### src/sv/kss_pkg.sv
package kss_pkg;

	localparam int DEF_CAPACITY = 16;
	localparam int DEF_STACKS   = 4;
	localparam int STACK_ID_W   = 2;
	localparam int VALUE_W      = 32;

	localparam logic OP_PUSH = 1'b0;
	localparam logic OP_POP  = 1'b1;

	localparam logic signed [VALUE_W-1:0] UNDERFLOW_VALUE = 32'sh7FFF_FFFF;

	typedef enum logic [1:0] {
		ST_OK        = 2'd0,
		ST_OVERFLOW  = 2'd1,
		ST_UNDERFLOW = 2'd2
	} kss_status_t;

	typedef struct packed {
		logic                        req_type;
		logic [STACK_ID_W-1:0]       stack_id;
		logic signed [VALUE_W-1:0]   push_value;
	} kss_req_t;

	typedef struct packed {
		logic signed [VALUE_W-1:0]   pop_value;
		kss_status_t                 status;
	} kss_rsp_t;

	// controller to datapath
	typedef struct packed {
		logic accept;
		logic commit;
	} kss_cmd_t;

endpackage

### src/sv/kss_ram.sv
module kss_ram #(
	parameter int WIDTH = 32,
	parameter int DEPTH = 16
) (
	input  logic                     clk,
	input  logic                     we,
	input  logic [$clog2(DEPTH)-1:0] waddr,
	input  logic [WIDTH-1:0]         wdata,
	input  logic [$clog2(DEPTH)-1:0] raddr,
	output logic [WIDTH-1:0]         rdata
);

	logic [WIDTH-1:0] mem_q [DEPTH];

	always_ff @(posedge clk) begin
		if (we) begin
			mem_q[waddr] <= wdata;
		end
		rdata <= mem_q[raddr];
	end

endmodule

### src/sv/kss_ctrl.sv
module kss_ctrl (
	input  logic              clk,
	input  logic              arst_n,
	input  logic              start,
	output logic              busy,
	output logic              done,
	output kss_pkg::kss_cmd_t cmd
);

	import kss_pkg::*;

	typedef enum logic [1:0] {
		S_IDLE = 2'b01,
		S_EXEC = 2'b10
	} state_t;

	state_t state_q, state_d;
	logic   done_q;

	always_comb begin
		state_d = state_q;
		case (state_q)
			S_IDLE: begin
				if (start) state_d = S_EXEC;
			end
			S_EXEC: begin
				state_d = S_IDLE;
			end
			default: begin
				state_d = S_IDLE;
			end
		endcase
	end

	always_ff @(posedge clk or negedge arst_n) begin
		if (!arst_n) begin
			state_q <= S_IDLE;
			done_q  <= 1'b0;
		end else begin
			state_q <= state_d;
			done_q  <= (state_q == S_EXEC);
		end
	end

	assign busy       = (state_q != S_IDLE);
	assign cmd.accept = start && (state_q == S_IDLE);
	assign cmd.commit = (state_q == S_EXEC);
	assign done       = done_q;

endmodule

### src/sv/kss_dp.sv
module kss_dp #(
	parameter int CAPACITY = kss_pkg::DEF_CAPACITY,
	parameter int STACKS   = kss_pkg::DEF_STACKS
) (
	input  logic              clk,
	input  logic              arst_n,
	input  kss_pkg::kss_cmd_t cmd,
	input  kss_pkg::kss_req_t req,
	output kss_pkg::kss_rsp_t rsp
);

	import kss_pkg::*;

	localparam int AW   = $clog2(CAPACITY);
	localparam int CW   = AW + 1;
	localparam int LW   = AW + 1;
	localparam int SW   = STACK_ID_W + 1;
	// only stacks that a stack id can reach get a top register
	localparam int TOPS = (STACKS < (1 << STACK_ID_W)) ? STACKS : (1 << STACK_ID_W);
	localparam int TW   = (TOPS > 1) ? $clog2(TOPS) : 1;

	// stack tops, free list head, high-water mark of slots ever handed out
	logic [AW-1:0] top_q    [TOPS];
	logic          top_ok_q [TOPS];
	logic [AW-1:0] free_q;
	logic          free_ok_q;
	logic [CW-1:0] hwm_q;

	// operation in flight
	logic                      op_s1;
	logic [TW-1:0]             sid_s1;
	logic signed [VALUE_W-1:0] val_s1;
	logic [AW-1:0]             slot_s1;
	logic                      fail_s1;
	logic                      fresh_s1;

	kss_rsp_t rsp_q;

	logic [TW-1:0]      sel;
	logic               sid_ok;
	logic               fail;
	logic [AW-1:0]      rd_addr;
	logic               link_we;
	logic [LW-1:0]      link_wdata;
	logic [LW-1:0]      link_rdata;
	logic               data_we;
	logic [VALUE_W-1:0] data_rdata;

	assign sel     = req.stack_id[TW-1:0];
	assign sid_ok  = {1'b0, req.stack_id} < SW'(TOPS);
	assign rd_addr = (req.req_type == OP_POP) ? top_q[sel] : free_q;

	always_comb begin
		if (req.req_type == OP_PUSH) begin
			fail = !sid_ok || !free_ok_q;
		end else begin
			fail = !sid_ok || !top_ok_q[sel];
		end
	end

	assign link_we    = cmd.commit && !fail_s1;
	assign data_we    = cmd.commit && !fail_s1 && (op_s1 == OP_PUSH);
	assign link_wdata = (op_s1 == OP_PUSH) ? {top_ok_q[sid_s1], top_q[sid_s1]}
	                                       : {free_ok_q, free_q};

	kss_ram #(.WIDTH(LW), .DEPTH(CAPACITY)) u_link_ram (
		.clk   (clk),
		.we    (link_we),
		.waddr (slot_s1),
		.wdata (link_wdata),
		.raddr (rd_addr),
		.rdata (link_rdata)
	);

	kss_ram #(.WIDTH(VALUE_W), .DEPTH(CAPACITY)) u_data_ram (
		.clk   (clk),
		.we    (data_we),
		.waddr (slot_s1),
		.wdata (val_s1),
		.raddr (rd_addr),
		.rdata (data_rdata)
	);

	always_ff @(posedge clk) begin
		if (cmd.accept) begin
			op_s1    <= req.req_type;
			sid_s1   <= sel;
			val_s1   <= req.push_value;
			slot_s1  <= rd_addr;
			fail_s1  <= fail;
			fresh_s1 <= {1'b0, free_q} >= hwm_q;
		end
		if (cmd.commit) begin
			if (fail_s1) begin
				if (op_s1 == OP_PUSH) begin
					rsp_q.pop_value <= '0;
					rsp_q.status    <= ST_OVERFLOW;
				end else begin
					rsp_q.pop_value <= UNDERFLOW_VALUE;
					rsp_q.status    <= ST_UNDERFLOW;
				end
			end else if (op_s1 == OP_PUSH) begin
				rsp_q.pop_value <= '0;
				rsp_q.status    <= ST_OK;
			end else begin
				rsp_q.pop_value <= data_rdata;
				rsp_q.status    <= ST_OK;
			end
		end
	end

	always_ff @(posedge clk or negedge arst_n) begin
		if (!arst_n) begin
			for (int i = 0; i < TOPS; i++) begin
				top_q[i]    <= '0;
				top_ok_q[i] <= 1'b0;
			end
			free_q    <= '0;
			free_ok_q <= 1'b1;
			hwm_q     <= '0;
		end else if (cmd.commit && !fail_s1) begin
			if (op_s1 == OP_PUSH) begin
				top_q[sid_s1]    <= slot_s1;
				top_ok_q[sid_s1] <= 1'b1;
				if (fresh_s1) begin
					// untouched slot: its link is implicitly the next slot
					free_q    <= AW'({1'b0, slot_s1} + CW'(1));
					free_ok_q <= slot_s1 != AW'(CAPACITY - 1);
					hwm_q     <= hwm_q + CW'(1);
				end else begin
					free_q    <= link_rdata[AW-1:0];
					free_ok_q <= link_rdata[AW];
				end
			end else begin
				top_q[sid_s1]    <= link_rdata[AW-1:0];
				top_ok_q[sid_s1] <= link_rdata[AW];
				free_q           <= slot_s1;
				free_ok_q        <= 1'b1;
			end
		end
	end

	assign rsp = rsp_q;

endmodule

### src/sv/k_stacks_shared_buffer.sv
// k_stacks_shared_buffer: several lifo stacks sharing one slot store
//
// request channel: drive req (req_type, stack_id, push_value) with start;
// the transaction is taken at the rising edge where start is high and busy
// is low. busy stays high for one cycle after each accepted transaction.
// result channel: done pulses for exactly one cycle with rsp (pop_value,
// status); the receiver has no way to hold it off and must take it then.
// the exec state commits the request; rsp is registered with done at that
// commit. a new request is taken only once the current one is committed:
// the pointer selects a link entry that the link ram reads at the accepting
// edge, and the read link goes back into the head registers at commit.
// push on a full store or to a stack id beyond STACKS reports overflow;
// pop of an empty stack or one beyond STACKS reports underflow with the
// max positive value. reset: every stack empty, free list starting at
// slot 0; no clearing pass, never-used slots are tracked by a high-water
// mark, so a request can be taken as soon as reset is released
module k_stacks_shared_buffer #(
	parameter int CAPACITY = kss_pkg::DEF_CAPACITY,
	parameter int STACKS   = kss_pkg::DEF_STACKS
) (
	input  logic              clk,
	input  logic              arst_n,
	input  logic              start,
	output logic              busy,
	input  kss_pkg::kss_req_t req,
	output logic              done,
	output kss_pkg::kss_rsp_t rsp
);

	import kss_pkg::*;

	// commands from the sequencer into the datapath
	kss_cmd_t cmd;

	// two-state sequencer: idle takes a transaction, exec commits it
	kss_ctrl u_ctrl (
		.clk    (clk),
		.arst_n (arst_n),
		.start  (start),
		.busy   (busy),
		.done   (done),
		.cmd    (cmd)
	);

	// head registers, link and data rams, result register
	kss_dp #(
		.CAPACITY (CAPACITY),
		.STACKS   (STACKS)
	) u_dp (
		.clk    (clk),
		.arst_n (arst_n),
		.cmd    (cmd),
		.req    (req),
		.rsp    (rsp)
	);

endmodule

### config.mk
export PLATFORM = sky130hd
export DESIGN_NAME = k_stacks_shared_buffer
export DESIGN_NICKNAME = d
export VERILOG_FILES = /design/src/sv/kss_pkg.sv /design/src/sv/kss_ram.sv /design/src/sv/kss_ctrl.sv /design/src/sv/kss_dp.sv /design/src/sv/k_stacks_shared_buffer.sv
export SDC_FILE = /design/constraint.sdc
export NUM_CORES = 1
export LEC_CHECK = 0
export ABC_AREA = 1
export BUFFER_PORTS_ARGS = -buffer_cell sky130_fd_sc_hd__clkbuf_2
export CAP_MARGIN = 15
export CORE_ASPECT_RATIO = 0.8
export CORE_MARGIN = 10
export CORE_UTILIZATION = 40
export CTS_CLUSTER_DIAMETER = 60
export CTS_CLUSTER_SIZE = 16
export DETAILED_ROUTE_END_ITERATION = 10
export GPL_ROUTABILITY_DRIVEN = 1
export GPL_TIMING_DRIVEN = 0
export PLACE_DENSITY = 0.64
export SLEW_MARGIN = 10
export SYNTH_ARGS = -nofsm -noshare
export SYNTH_HDL_FRONTEND = slang
export SYNTH_SLANG_ARGS = --single-unit
### constraint.sdc
create_clock -name clk -period 10.9 [get_ports clk]
set_clock_uncertainty 0.15 [all_clocks]
set_input_delay 2.18 -clock clk [delete_from_list [all_inputs] [get_ports clk]]
set_output_delay 2.18 -clock clk [all_outputs]
set_load 0.005 [all_outputs]
==> results of run 1 <==
[logic make-up (layout without fill, tap and decap cells)]
family | count (synthesis) | after routing | synth area share, %
mux | 2 | 2 | 0.0716
buf+inv | 697 | 945 | 9.09
fa+ha+maj | 9 | 9 | 0.358
xor+xnor | 5 | 5 | 0.139
other cells | 0 | 1 | 0
simple gates | 1354 | 1354 | 20.5
compound gates | 64 | 64 | 1.16
flops | 737 | 737 | 68.7
[power groups by stage]
stage,registers (mW),logic [mW],clock network (mW)
6_report,3.34,1.54,2.03
5_1_grt,3.36,1.64,2.17
4_1_cts,3.34,1.49,2.05
3_5_place_dp,3.40,1.49,0
3_3_place_gp,3.40,1.46,0
2_1_floorplan,3.37,0.872,0
[layout by cell type, fill, tap and decap left out, drive strengths merged, types with 3 or more instances in the layout]
cell / n
nand3: 717
edfxtp: 667
inv: 538
nand2: 412
buf: 210
clkbuf: 191
nand3b: 111
nor2: 94
o21ai: 39
dfxtp: 37
dfrtp: 31
nor3: 19
a21oi: 9
ha: 9
xor2: 5
clkinv: 5
a22oi: 3
a41oi: 3
[sequential cells by signal, indices dropped and copies added (netlist names)]
| register | cells |
|---|---|
| u_dp.rsp | 34 |
| u_dp.u_data_ram.rdata | 32 |
| u_dp.fresh_s1 | 1 |
| u_ctrl.state_q | 2 |
| u_dp.sid_s1 | 2 |
| u_dp.top_ok_q | 4 |
| u_dp.u_link_ram.mem_q | 80 |
| u_dp.op_s1 | 1 |
| u_dp.free_q | 4 |
| u_dp.u_link_ram.rdata | 5 |
| u_dp.top_q | 16 |
| u_dp.u_data_ram.mem_q | 512 |
| u_dp.fail_s1 | 1 |
| u_dp.hwm_q | 5 |
| u_ctrl.done | 1 |
| u_dp.slot_s1 | 4 |
| u_dp.free_ok_q | 1 |
| u_dp.val_s1 | 32 |
[how the worst max path moves through the flow]
stage,to
6_report,u_dp.u_data_ram.rdata[18]
5_1_grt,u_dp.u_data_ram.mem_q[14][17]
4_1_cts,u_dp.u_data_ram.mem_q[14][17]
3_5_place_dp,u_dp.u_data_ram.rdata[18]
3_3_place_gp,u_dp.u_data_ram.mem_q[6][11]
2_1_floorplan,u_dp.u_data_ram.mem_q[10][0]
[cell type report]
type / instances / area share [%]
clock inverter: 12 / 0.379
antenna: 1 / 0.00703
timing repair buffer: 144 / 2.98
clock buffer: 92 / 4.38
tap: 1023 / 3.59
inverter: 532 / 5.61
sequential: 737 / 60.6
multi-input combinational: 1434 / 20.0
buffer: 165 / 2.42
[metal layers]
| layer | routed length [um] | track usage [%] | vias up | part of all wire [%] |
|---|---|---|---|---|
| li1 | - | - | 10000 | - |
| met2 | 41000 | 30.8 | 1385 | 43 |
| met5 | 0 | 0 | - | 0 |
| met3 | 11600 | 4.26 | 179 | 12 |
| met4 | 2890 | 6.32 | 0 | 3.0 |
| met1 | 39600 | 29.3 | 10700 | 42 |
[critical path, cell delays in order]
cell and delay [ns]:
clkbuf_2 0.10, buf_4 0.17, o21ai_0 0.18, nand2_1 0.11, nand2_1 0.06, o21ai_0 0.18, inv_2 0.39, clkbuf_1 0.72
nand3_1 0.30, nand2_1 0.14
[through the flow]
stage	setup TNS, ns	area, um^2	std cells
global placement	-45.82	33100	3964
CTS	0	35600	4139
finish	0	35600	4140
floorplan	0	31500	2868
detailed placement	0	33900	4035
global route	0	35600	4139
==> impl_metrics.ini, run 1 <==
[outcome]
outcome = finished, final reports clean

[setup_path]
rr_startpoint = u_ctrl.state_q[0]
start_kind = primary input
critPathRequiredTime_ns = 11.32
r2r_cells = 10
regToRegEndpoint = u_dp.u_data_ram.mem_q[14][17]
path_max_fanout = 10
startpoint = req[32]
cp-end-kind = flop
path_class = in -> reg
regToRegSetupSlack_ns = 6.81
arrival_ns = 4.55

[placement]
dp_slack_ns = 6.22
place_congestion = 0.885
hpwl_mm = 64.7
io_buffers = 73

[sta]
fin_crit_sh_pct = 37.9
worst_slew_pin_slew_ns = 1.17
relSlewSlack_pct = 21.9
setup_violations = 0
fmax_mhz = 242
finalHoldWorstSlack_ns = 0.333
setup_ws_ns = 6.77
final_hold_viol_count = 0
layout_min_cycle_time_ns = 4.13
rsz0062_at_grt = no
timing.final.max_slew_violations = 0

[global_route]
track_usage_pct = 20.5
antenna_found_initial = 1
first_global_vias = 20700
grt-ovfl-total = 0
grt_max_degree = 42
grt_pass1_wl_mm = 138

[cts]
cts_resized = 0
h-tree-depth = 2
postCtsSetupBuffers = 0
cts_num_sinks = 737
clockRootBuffer = clkbuf_16
clock_path_buffers = 3
ctsHoldBuffers = 0
insertion_delay_ns = 0.64
clk_pin_slew_ns = 0.07
cts_inserted_buffers = 56
cts_tree = built

[synth]
yosysSeqAreaShare_pct = 68.7
avgSynthCellArea_um2 = 11.0
synth_top_area_share_pct = 63.7
synth_edf_count = 667
async_reset_ff_share_pct = 4.48
synthDistinctLibCells = 37
synth_ff_type = edfxtp_1
synth_area_um2 = 31500
syn_inst = 2868
synthTopCellsByCount = 716 x nand3_1, 667 x edfxtp_1, 527 x inv_1
syn_nets = 2915
synth_top_cells_by_area = edfxtp_1 64%, nand3_1 11%, inv_1 6.3%, nand2_1 4.9%, nand3b_1 2.6%
synth-warning-count = 0
ys_seq_elements = 737
synth_most_common_cell = nand3_1
yosysTopAreaCell = edfxtp_1

[layout]
multi_input_area_um2 = 7110
drive_gt1_share_pct = 12.3
seq_area_um2 = 21600
final_util_pct = 45.9
fillers = 7044
layout.nets = 3117
area_growth_pct = 13.2

[floorplan]
fp-row-count = 91
coreArea_um2 = 77500
design.portCount = 74
die_y_um = 271
die_x_um = 334
die-area_um2 = 90300
initial_core_util_pct = 40.6

[drt]
routedWlPerCell_um = 23.0
drc_errors = 0
wirelength_mm = 95.1
ant_nets = 0
viasPerCell = 5.39
drt_iter0_markers = 3228
drtPass1Iterations = 7
via_count = 22300

[run]
cap_viol_max_count = 0

[pwr]
leakagePower_nw = 14.6
p_sw_mw = 2.24
ir_drop_v = 0.000129
power_density_nw_per_um2 = 194
clock_power_share_pct = 29.4
p_comb_share_pct = 22.2
finalPower_mw = 6.91
intPower_mw = 4.67
p_seq_share_pct = 48.4
switching_share_pct = 32.5

[min_path]
hold_path_depth = 1
worstHoldStart = u_dp.hwm_q[4]
holdPathEnd = u_dp.hwm_q[4]
hold_path.class = reg -> reg
Note: power is estimated with default switching activity, not from simulation.
==> run 2, diff against run 1 <==
--- a/config.mk
+++ b/config.mk
@@ -5,7 +5,7 @@
 export SDC_FILE = /design/constraint.sdc
 export NUM_CORES = 1
 export LEC_CHECK = 0
-export ABC_AREA = 1
+export ABC_AREA = 0
 export BUFFER_PORTS_ARGS = -buffer_cell sky130_fd_sc_hd__clkbuf_2
 export CAP_MARGIN = 15
 export CORE_ASPECT_RATIO = 0.8
@@ -16,7 +16,7 @@
 export DETAILED_ROUTE_END_ITERATION = 10
 export GPL_ROUTABILITY_DRIVEN = 1
 export GPL_TIMING_DRIVEN = 0
-export PLACE_DENSITY = 0.64
+export PLACE_DENSITY = 0.66
 export SLEW_MARGIN = 10
 export SYNTH_ARGS = -nofsm -noshare
 export SYNTH_HDL_FRONTEND = slang
==> constraint.sdc (replaced) <==
create_clock -name clk -period 3.4 [get_ports clk]
set_clock_uncertainty 0.15 [all_clocks]
set_input_delay 0.68 -clock clk [delete_from_list [all_inputs] [get_ports clk]]
set_output_delay 0.68 -clock clk [all_outputs]
set_load 0.005 [all_outputs]
==> impl_metrics.ini, run 2 <==
[synth]
synth-warning-count = 0
synth_most_common_cell = edfxtp_1
yosysTopAreaCell = edfxtp_1
synth_edf_count = 667
yosysSeqAreaShare_pct = 76.8
synth_top_cells_by_area = edfxtp_1 71%, nand2_1 4.3%, a21oi_1 2.9%, mux2i_1 2.8%, dfrtp_1 2.8%
synthTopCellsByCount = 667 x edfxtp_1, 325 x nand2_1, 164 x a21oi_1
synth_ff_type = edfxtp_1
synthDistinctLibCells = 42
async_reset_ff_share_pct = 4.48
syn_inst = 1830
ys_seq_elements = 737
synth_area_um2 = 28100
syn_nets = 1877
avgSynthCellArea_um2 = 15.4
synth_top_area_share_pct = 71.3

[placement]
hpwl_mm = 49.2
dpl_cell_area_um2 = 30200
io_buffers = 73
dp_cells = 2848
place_congestion = 0.852
dp_slack_ns = -0.651

[outcome]
outcome = finished, final reports clean

[setup_path]
cp-end-kind = flop
r2r_cells = 8
arrival_ns = 3.79
path_class = reg -> reg
slowest_stage = clkbuf_1
rr_startpoint = u_dp.top_q[1]
start_kind = flop
regToRegSetupSlack_ns = 0.03
max_stage_delay_ns = 0.60
regToRegEndpoint = u_dp.u_data_ram.rdata[20]
crit_chain = mux4_2 -> a21boi_1 -> buf_2 -> buf_2 -> clkbuf_1 -> a21oi_1 -> a221oi_1 -> or3_1
critPathRequiredTime_ns = 3.83
path_max_fanout = 10
worst_path_most_repeated_cell = buf_2

[layout]
regMostFlops = u_dp.u_data_ram.mem_q
stdcell_count = 2973
num_antenna_cells = 0
area_growth_pct = 14.9
final_util_pct = 46.6
layout.nets = 2048
layout_commonest_cell = edfxtp_1
largest_reg_flops = 512
final_cell_area_um2 = 32300
final_cell_mix = 667 x edfxtp_1, 325 x nand2_1, 164 x a21oi_1
drive_gt1_share_pct = 13.9
fillers = 5878

[drt]
drc_errors = 0
wirelength_mm = 76.5
drtPass1Iterations = 5
routedWlPerCell_um = 25.7
drt_iter0_markers = 2533
ant_nets = 0
via_count = 17200
viasPerCell = 5.77

[sta]
layout_min_cycle_time_ns = 3.37
finalHoldWorstSlack_ns = 0.0632
setup_ws_ns = 0.0348
fin_crit_sh_pct = 99.0
rsz0062_at_grt = no
relSlewSlack_pct = 22.8
setup_tns_ns = 0
timing.final.max_slew_violations = 0
final_hold_viol_count = 0
setup_violations = 0
fmax_mhz = 297
worst_slew_pin_slew_ns = 1.16

[floorplan]
die_y_um = 257
initial_core_util_pct = 40.6
design.portCount = 74
die-area_um2 = 81300
coreArea_um2 = 69300
fp-row-count = 86
die_x_um = 316

[pwr]
ir_drop_v = 0.000410
leakagePower_nw = 10.6
power_density_nw_per_um2 = 705
finalPower_mw = 22.8

[min_path]
worstHoldStart = req[15]
hold_path.class = in -> reg
holdPathEnd = u_dp.val_s1[15]
hold_path_depth = 1

[global_route]
grt_max_degree = 42
track_usage_pct = 18.1
first_global_vias = 16900
grt_pass1_wl_mm = 111
antenna_found_initial = 0
grt-ovfl-total = 0

[cts]
clockRootBuffer = clkbuf_16
clk_pin_slew_ns = 0.07
cts_num_sinks = 737
insertion_delay_ns = 0.64
cts_inserted_buffers = 56
clock_path_buffers = 3
h-tree-depth = 2
cts_tree = built

[run]
cap_viol_max_count = 0
run 2: area by class of cell:
| class | instances | area (um^2) | share of cell area (%) |
|---|---|---|---|
| flip-flops and latches | 737 | 21600 | 66.9 |
| multi-input cells | 958 | 6090 | 18.8 |
| clock buffers | 93 | 1540 | 4.78 |
| well taps | 924 | 1160 | 3.58 |
| repair buffers | 113 | 1140 | 3.54 |
| plain buffers | 120 | 553 | 1.71 |
| clock inverters | 13 | 166 | 0.515 |
| inverters | 15 | 58.8 | 0.182 |
run 2: where the power goes:
part	switching (mW)	total [mW]	internal, mW
clock network	3.16	6.40	3.23
logic	3.78	5.58	1.80
registers	0.306	10.8	10.5
total	7.25	22.8	15.5
run 2: what timing repair did:
item | 4_1_cts | 5_1_grt
hold buffers | 1 | 0
hold endpoints to repair | 8 | 0
setup endpoints to repair | 277 | 42
gates cloned | 0 | 0
buffers inserted | 15 | 3
gates resized for setup | 7 | 9
pin swaps | 12 | 1
run 2: worst max-delay path by stage:
| stage | slack (ns) | from | cells after the start | endpoint |
|---|---|---|---|---|
| after global routing | 0.006 | u_dp.top_q[9] | 8 | u_dp.u_data_ram.rdata[20] |
| after floorplan | 0.21 | u_ctrl.state_q[0] | 5 | u_dp.u_data_ram.mem_q[11][0] |
| after global placement | -1.68 | u_ctrl.state_q[0] | 5 | u_dp.u_data_ram.mem_q[1][21] |
| final | 0.03 | u_dp.top_q[1] | 8 | u_dp.u_data_ram.rdata[20] |
| after detailed placement | -0.65 | req[32] | 7 | u_dp.u_link_ram.rdata[1] |
| after CTS | 0.02 | u_dp.top_q[1] | 8 | u_dp.u_data_ram.rdata[4] |
run 2: per-layer routing:
layer | global-route usage [%] | routed length [um]
met1 | 25.1 | 31300
met2 | 28.1 | 34600
met3 | 4.53 | 8960
met4 | 4.72 | 1660
met5 | 0 | 0
run 2: cell families (layout without fill, tap and decap cells):
group	Yosys count	count (layout)	share of synthesized area, %
and+or+nand+nor	440	440	6.43
xor gates and xnor gates	5	5	0.156
buffers and inverters	135	354	2.11
AOI/OAI and AO/OA	409	409	10.2
muxes	95	95	3.85
DFF	737	737	76.8
adders and majority gates	9	9	0.401
run 2: critical path, delay by kind of cell (launching register included):
kind / cells / cell delay [ns]
buffers and inverters: 3 / 1.27
flip-flops: 1 / 0.39
AND/OR/NAND/NOR: 1 / 0.18
AO/OA/AOI/OAI: 3 / 0.85
multiplexers: 1 / 0.50
